--- config.mk ---
export PLATFORM = sky130hd
export DESIGN_NAME = bbi_ctrl
export DESIGN_NICKNAME = d
export VERILOG_FILES = /design/src/rtl/core/bbi_pkg.sv /design/src/rtl/core/bbi_ctrl.sv
export SDC_FILE = /design/constraint.sdc
export NUM_CORES = 1
export LEC_CHECK = 0
export BUFFER_PORTS_ARGS = -buffer_cell sky130_fd_sc_hd__buf_4
export CAP_MARGIN = 0
export CORE_MARGIN = 2
export CORE_UTILIZATION = 45
export DETAILED_ROUTE_END_ITERATION = 16
export PLACE_DENSITY = 0.71
export SLEW_MARGIN = 20
export SYNTH_ARGS = -nofsm -noshare
export SYNTH_HDL_FRONTEND = slang
export SYNTH_SLANG_ARGS = --single-unit
--- constraint.sdc ---
create_clock -name clk -period 2.25 [get_ports clk]
set_clock_uncertainty 0.2 [all_clocks]
set_input_delay 0.675 -clock clk [delete_from_list [all_inputs] [get_ports clk]]
set_output_delay 0.675 -clock clk [all_outputs]
set_load 0.05 [all_outputs]
--- src/rtl/core/bbi_pkg.sv ---
`default_nettype none
package bbi_pkg;

  localparam int TABLE_DEPTH = 64;
  localparam int IDX_W       = $clog2(TABLE_DEPTH);
  localparam int CNT_W       = IDX_W + 1;
  localparam int CFG_W       = CNT_W;
  localparam int BP_W        = 32;
  localparam int STEP_W      = 16;
  localparam int FRAC_W      = 16;
  localparam int WT_W        = FRAC_W + 1;
  localparam int VAL_W       = 32;

  localparam logic [WT_W-1:0] WEIGHT_ONE = WT_W'(1) << FRAC_W;

  // restoring divider, one quotient bit per cycle
  localparam int DIV_STEPS = WT_W;
  localparam int DIV_CNT_W = $clog2(DIV_STEPS);

  localparam logic CMD_WRITE = 1'b0;
  localparam logic CMD_QUERY = 1'b1;

  localparam logic CFG_MODE  = 1'b0;
  localparam logic CFG_COUNT = 1'b1;

  localparam logic [1:0] MODE_UNDEF   = 2'd0;
  localparam logic [1:0] MODE_CONST   = 2'd1;
  localparam logic [1:0] MODE_NEAREST = 2'd2;
  localparam logic [1:0] MODE_LINEAR  = 2'd3;

  localparam logic [1:0] ST_OK    = 2'd0;
  localparam logic [1:0] ST_WRITE = 2'd1;
  localparam logic [1:0] ST_EQUAL = 2'd2;
  localparam logic [1:0] ST_MODE  = 2'd3;

  localparam logic [1:0] RD_KEND = 2'd0;
  localparam logic [1:0] RD_ZERO = 2'd1;
  localparam logic [1:0] RD_MID  = 2'd2;

  localparam logic [2:0] RES_HOLD     = 3'd0;
  localparam logic [2:0] RES_WRITE    = 3'd1;
  localparam logic [2:0] RES_CLAMP_HI = 3'd2;
  localparam logic [2:0] RES_CLAMP_LO = 3'd3;
  localparam logic [2:0] RES_EQUAL    = 3'd4;
  localparam logic [2:0] RES_NEAREST  = 3'd5;
  localparam logic [2:0] RES_LINEAR   = 3'd6;
  localparam logic [2:0] RES_MODE     = 3'd7;

  typedef struct packed {
    logic       capture;
    logic       mem_wr;
    logic [1:0] rd_sel;
    logic       load_hi;
    logic       load_lo;
    logic       bis_step;
    logic       div_init;
    logic       div_step;
    logic       mul_lo;
    logic [2:0] res_sel;
  } bbi_cmd_t;

  typedef struct packed {
    logic clamp_hi;
    logic clamp_lo;
    logic more;
    logic dx_zero;
    logic mode_near;
    logic mode_lin;
  } bbi_stat_t;

endpackage
`default_nettype wire

--- src/rtl/core/bbi_ctrl.sv ---
`default_nettype none
module bbi_ctrl (
  input  wire logic                clk,
  input  wire logic                rst_n,
  input  wire logic                start,
  input  wire logic                in_cmd,
  input  wire bbi_pkg::bbi_stat_t  stat,
  output bbi_pkg::bbi_cmd_t        cmd,
  output logic                     busy,
  output logic                     out_valid
);

  localparam logic [3:0] S_IDLE = 4'd0;
  localparam logic [3:0] S_WR   = 4'd1;
  localparam logic [3:0] S_RDK  = 4'd2;
  localparam logic [3:0] S_RD0  = 4'd3;
  localparam logic [3:0] S_CHK0 = 4'd4;
  localparam logic [3:0] S_BIS  = 4'd5;
  localparam logic [3:0] S_EVAL = 4'd6;
  localparam logic [3:0] S_DIV  = 4'd7;
  localparam logic [3:0] S_MUL  = 4'd8;
  localparam logic [3:0] S_LIN  = 4'd9;

  logic [3:0]                      state_r, state_nxt;
  logic [bbi_pkg::DIV_CNT_W-1:0]   cnt_r, cnt_nxt;
  logic                            out_valid_r;

  always_comb begin
    cmd       = '0;
    state_nxt = state_r;
    cnt_nxt   = cnt_r;
    case (state_r)
      S_IDLE: begin
        if (start) begin
          cmd.capture = 1'b1;
          state_nxt   = (in_cmd == bbi_pkg::CMD_WRITE) ? S_WR : S_RDK;
        end
      end
      S_WR: begin
        cmd.mem_wr  = 1'b1;
        cmd.res_sel = bbi_pkg::RES_WRITE;
        state_nxt   = S_IDLE;
      end
      S_RDK: begin
        cmd.rd_sel = bbi_pkg::RD_KEND;
        state_nxt  = S_RD0;
      end
      S_RD0: begin
        if (stat.clamp_hi) begin
          cmd.res_sel = bbi_pkg::RES_CLAMP_HI;
          state_nxt   = S_IDLE;
        end else begin
          cmd.load_hi = 1'b1;
          cmd.rd_sel  = bbi_pkg::RD_ZERO;
          state_nxt   = S_CHK0;
        end
      end
      S_CHK0: begin
        if (stat.clamp_lo) begin
          cmd.res_sel = bbi_pkg::RES_CLAMP_LO;
          state_nxt   = S_IDLE;
        end else begin
          cmd.load_lo = 1'b1;
          if (stat.more) begin
            cmd.rd_sel = bbi_pkg::RD_MID;
            state_nxt  = S_BIS;
          end else begin
            state_nxt = S_EVAL;
          end
        end
      end
      S_BIS: begin
        cmd.bis_step = 1'b1;
        if (stat.more) begin
          cmd.rd_sel = bbi_pkg::RD_MID;
        end else begin
          state_nxt = S_EVAL;
        end
      end
      S_EVAL: begin
        if (stat.dx_zero) begin
          cmd.res_sel = bbi_pkg::RES_EQUAL;
          state_nxt   = S_IDLE;
        end else if (stat.mode_near) begin
          cmd.res_sel = bbi_pkg::RES_NEAREST;
          state_nxt   = S_IDLE;
        end else if (stat.mode_lin) begin
          cmd.div_init = 1'b1;
          cnt_nxt      = '0;
          state_nxt    = S_DIV;
        end else begin
          cmd.res_sel = bbi_pkg::RES_MODE;
          state_nxt   = S_IDLE;
        end
      end
      S_DIV: begin
        cmd.div_step = 1'b1;
        if (cnt_r == bbi_pkg::DIV_CNT_W'(bbi_pkg::DIV_STEPS - 1)) begin
          state_nxt = S_MUL;
        end else begin
          cnt_nxt = cnt_r + bbi_pkg::DIV_CNT_W'(1);
        end
      end
      S_MUL: begin
        cmd.mul_lo = 1'b1;
        state_nxt  = S_LIN;
      end
      S_LIN: begin
        cmd.res_sel = bbi_pkg::RES_LINEAR;
        state_nxt   = S_IDLE;
      end
      default: begin
        state_nxt = S_IDLE;
      end
    endcase
  end

  always_ff @(posedge clk) begin
    if (!rst_n) begin
      state_r     <= S_IDLE;
      cnt_r       <= '0;
      out_valid_r <= 1'b0;
    end else begin
      state_r     <= state_nxt;
      cnt_r       <= cnt_nxt;
      out_valid_r <= cmd.res_sel != bbi_pkg::RES_HOLD;
    end
  end

  assign busy      = state_r != S_IDLE;
  assign out_valid = out_valid_r;

`ifndef SYNTHESIS
  a_write_path: assert property (@(posedge clk) disable iff (!rst_n)
    (start && !busy && in_cmd == bbi_pkg::CMD_WRITE) |=> state_r == S_WR)
    else $error("write transaction did not enter the write state");

  a_result_ends_item: assert property (@(posedge clk) disable iff (!rst_n)
    (cmd.res_sel != bbi_pkg::RES_HOLD) |=> (out_valid_r && state_r == S_IDLE))
    else $error("result load not followed by strobe and idle");

  a_strobe_from_work: assert property (@(posedge clk) disable iff (!rst_n)
    out_valid_r |-> $past(busy))
    else $error("result strobe without an item in flight");

  a_div_count: assert property (@(posedge clk) disable iff (!rst_n)
    (state_r == S_DIV) |-> cnt_r < bbi_pkg::DIV_CNT_W'(bbi_pkg::DIV_STEPS))
    else $error("divider step count out of range");
`endif

endmodule
`default_nettype wire

### Word-level counts from Yosys, hierarchy flattened

Cells that the tools add are included.

* add/subtract/negate cells: 1
* multipliers: 0
* divide/modulo/power cells: 0
* magnitude comparators: 0
* equality and inequality tests: 17
* shift-type cells: 0
* muxes and demuxes: 39
* bitwise logic cells: 0
* reductions and logical operators: 6

Operators by type and width (count)
* one-hot mux 4 bit (8 select lines): 1
* 2-to-1 mux 4 bit: 6
* 2-to-1 mux 5 bit: 4
* equality test 4 x 3 -> 1 bit (second input constant): 4
* 2-to-1 mux 3 bit: 5
* one-hot mux 3 bit (5 select lines): 1
* 2-to-1 mux 2 bit: 7
* inequality test 2 bit (second input constant): 7
* 2-to-1 mux 1 bit: 13
* one-hot mux 5 bit (2 select lines): 1
* equality test 4 x 2 -> 1 bit (second input constant): 2
* equality test 4 bit (second input constant): 2
* one-hot mux 2 bit (3 select lines): 1
* adder 5 x 1 -> 5 bit (second input constant): 1
* equality test 5 bit (second input constant): 1
* AND reduction 5 bit: 1
* equality test 4 x 1 -> 1 bit (second input constant): 1
* zero test 4 bit: 1
* nonzero test 4 bit: 1
* AND reduction 3 bit: 1
* nonzero test 3 bit: 1
* nonzero test 2 bit: 1

* bits in registers: 10
* latch bits: 0
* memory bits (writable): 0
* ROM bits: 0
* bits of input ports: 10
* word-level logic and storage cells: 66
* memories: 0

### Depth between registers and ports, before layout

* depth after elaboration: 5
* gate-level depth with buffers: 7
* depth with buffers taken out: 7

### Worst setup path before layout

No wires, ideal clock.

* path type: input-to-output
* from: input port stat[1] in the netlist's numbering
* to: output port cmd[2] in the netlist's numbering
* arrival: 2.216 ns
* slack: -0.841 ns
* stages: 3
* buffers on the path: 0
* path through: nand2b_1 o21ai_0 o32ai_1

RTL lines
* start: declaration: line bbi_ctrl.sv:7 `input wire bbi_pkg::bbi_stat_t stat,`
* end: declaration: line bbi_ctrl.sv:8 `output bbi_pkg::bbi_cmd_t cmd,`

==> results.txt <==
----------------------------------------------------
[STA]
  Time the final worst path needs with I/O delays and setup ... 2.33 ns
  Unrepaired setup endpoints after global routing ... true
  Number of pins exceeding their max-slew limit in the final report ... 0
  Final hold vios ... 0
  FMAX ... 429 MHz
  Relative slew slack ... 81.7%
  Min setup slack post-route ... -0.0813 ns
  Ratio of final minimum period to clock period ... 104%
  Pin slew with the least headroom to its limit ... 0.274 ns
  Number of endpoints failing setup at the final stage ... 4

[Floorplan]
  Number of placement rows ... 15
  Effective utilization at floorplan ... 48.1%
  Die span in x ... 47.2 µm
  Area enclosed by the die boundary ... 2230 µm²
  Number of primary I/O pins ... 25
  Chip Height ... 47.2 µm
  Core Footprint ... 1750 µm²

[Global routing]
  Total routing usage reported by global routing ... 22.7%
  Wire length of the first global-routing pass ... 3570 µm
  Number of global-route vias before repair ... 864
  Pin count of the biggest net entering global routing ... 14
  GRT Residual Overflow ... 0
  Number of antenna violations at the first check in global routing ... 0

[Run]
  Max Cap Viol ... 0

[Layout]
  ANT cells ... 0
  Highest-count cells in the layout ignoring fill and taps ... 27 x sky130_fd_sc_hd__buf_4, 19 x sky130_fd_sc_hd__buf_6, 9 x sky130_fd_sc_hd__nor2_1, 8 x sky130_fd_sc_hd__nand2_1, 7 x sky130_fd_sc_hd__o21ai_0
  Post-route cell area ... 1430 µm²
  Area growth from synthesis to layout ... 70.2%
  Fraction of layout instances using a drive strength above 1 ... 53.5%
  Core occupancy in the finished layout ... 81.9%
  Net count of the finished layout ... 168
  Commonest non-fill, non-tap cell in the layout ... sky130_fd_sc_hd__buf_4

[Synth]
  Sequential share of the synthesized area ... 23.8%
  Syn nets ... 121
  Gate Count Post-Synth ... 109
  Most used flip-flop cell after synthesis ... sky130_fd_sc_hd__dfxtp_1
  Number of flops mapped to enable cells by yosys ... 0
  Post-synth cell types ... 40
  Number of storage elements in the synthesis netlist ... 10
  Mean instance size in the synthesized netlist ... 7.70 µm²
  Ys async rst share ... 0%
  Mapped cell area ... 840 µm²
  Number of warning messages in the yosys log ... 0

[Detailed routing]
  Violation count after the first detailed-routing iteration ... 34
  Pre-Repair DR Iteration Count ... 4
  Post-route antenna net violation count ... 0
  Vias after detailed routing ... 1004
  Number of vias per cell ... 5.58
  Post-route DRC ... 0
  Final wirelength ... 2650 µm
  Final routed wire length divided by cell count ... 14.7 µm

[Status]
  Status ... finished with violations
  Violations in the final reports ... setup timing

[Clocking]
  Number of buffers between clock root and the deepest sink ... 2
  Root Buffer ... sky130_fd_sc_hd__clkbuf_4
  TritonCTS Buffers ... 3
  Clock latency at the later pin of the worst-skew pair ... 0.26 ns
  TritonCTS sink count ... 10
  Hold-fix buffer count after cts ... 0
  Clock transition at the register clock pins on the worst setup and hold paths after CTS ... 0.07 ns
  H-tree depth ... 1
  CTS tree ... built

[Placement]
  Final HPWL from detailed placement ... 1670 µm
  Placed cell areas ... 1190 µm²
  Number of port buffers ... 24
  Final GP Congestion ... 0.800

[Hold path]
  Classification of the worst-slack hold path ... reg2reg

[Power and ir drop]
  Static leakage ... 0.607 nW
  Power Total ... 0.890 mW
  Largest vdd supply drop ... 0.000382 V
  Total power density per cell area ... 623 nW/µm²

[Setup path]
  Data arrival, critical path ... 1.46 ns
  Crit end category ... primary output
  Startpoint-to-endpoint class of the critical path ... reg2out
  Required arrival time at the worst endpoint ... 1.37 ns
  Worst Path Max Fanout ... 6
  CP Launch Type ... flip-flop

----------------------------------------------------
## kinds of logic after synthesis
logic type,after synthesis,synth area share [%]
AOI/OAI and AO/OA,29,25.0
DFF,10,23.8
buffers and inverters,10,6.71
adders and majority gates,2,2.98
and+or+nand+nor,56,39.2
xor gates and xnor gates,1,1.04
muxes,1,1.19
## area by class of cell
type,instances,area [µm²]
multi-input combinational,89,696
timing repair buffer,47,437
fill,119,317
sequential,10,210
clock buffer,4,36.3
tap,25,31.3
inverter,5,18.8
## cell usage after synthesis, drive strengths merged (2+ instances only)
library cell | instances | area (µm²)
nor2b | 4 | 25.0
nor3b | 2 | 15.0
nand3 | 3 | 15.0
buf | 5 | 37.5
nand2b | 8 | 60.1
and3 | 2 | 12.5
nor3 | 8 | 40.0
a21oi | 4 | 20.0
a21boi | 4 | 30.0
o21ai | 10 | 53.8
ha | 2 | 25.0
o32a | 2 | 20.0
dfxtp | 10 | 200
nand2 | 8 | 30.0
nor2 | 15 | 68.8
inv | 5 | 18.8
## what timing repair did
item / 4_1_cts / 5_1_grt
endpoints found under the setup margin: 10 / 12
resized for setup: 25 / 14
setup buffers: 4 / 5
pin swaps: 7 / 6
## worst max-delay path, cell delays in order (launching register included)
cell and delay [ns]:
sky130_fd_sc_hd__dfxtp_4 0.35, sky130_fd_sc_hd__nand2b_4 0.17, sky130_fd_sc_hd__nor2_2 0.12, sky130_fd_sc_hd__nand2_1 0.07
sky130_fd_sc_hd__a211oi_2 0.28, sky130_fd_sc_hd__buf_6 0.20
## report_power, final
| part | leakage (nW) | total (mW) | switching [mW] | internal (mW) |
|---|---|---|---|---|
| logic | 0.502 | 0.519 | 0.313 | 0.206 |
| clock network | 0.0210 | 0.162 | 0.0638 | 0.0982 |
| registers | 0.0834 | 0.210 | 0.0145 | 0.195 |
## flip-flops by register name, indices dropped and copies added (netlist names)
signal and cells:
cnt_r 5, out_valid 1, state_r 4
## path summary, 6_finish.rpt
kind              cells after the start                     to                    start  slack (ns)
setup reg to reg                      7  cnt_r[2]$_SDFFE_PN0P_    cnt_r[0]$_SDFFE_PN0P_        0.40
hold / removal                        2  cnt_r[1]$_SDFFE_PN0P_    cnt_r[1]$_SDFFE_PN0P_        0.29
hold reg to reg                       2  cnt_r[1]$_SDFFE_PN0P_    cnt_r[1]$_SDFFE_PN0P_        0.29
setup / recovery                      5                 cmd[0]  state_r[0]$_SDFFE_PN0P_       -0.08
## per-layer routing
layer	share of wire [%]	up-vias	track usage, %
li1	-	490	-
met3	3.2	2	2.31
met2	57	30	43.6
met4	0.45	0	6.67
met5	0	-	0
met1	39	482	26.0
## stage by stage
step | setup WS, ns | instances | hold slack [ns] | setup TNS (ns)
after global routing | -0.143 | 180 | 0.332 | -0.496
after floorplan | -0.276 | 109 | 0.261 | -0.787
after global placement | -0.121 | 167 | 0.276 | -0.520
after detailed placement | -0.130 | 167 | 0.285 | -0.576
after CTS | -0.0897 | 175 | 0.294 | -0.247
final | -0.0813 | 180 | 0.295 | -0.216
No activity file was read; power rests on OpenSTA's default activity.
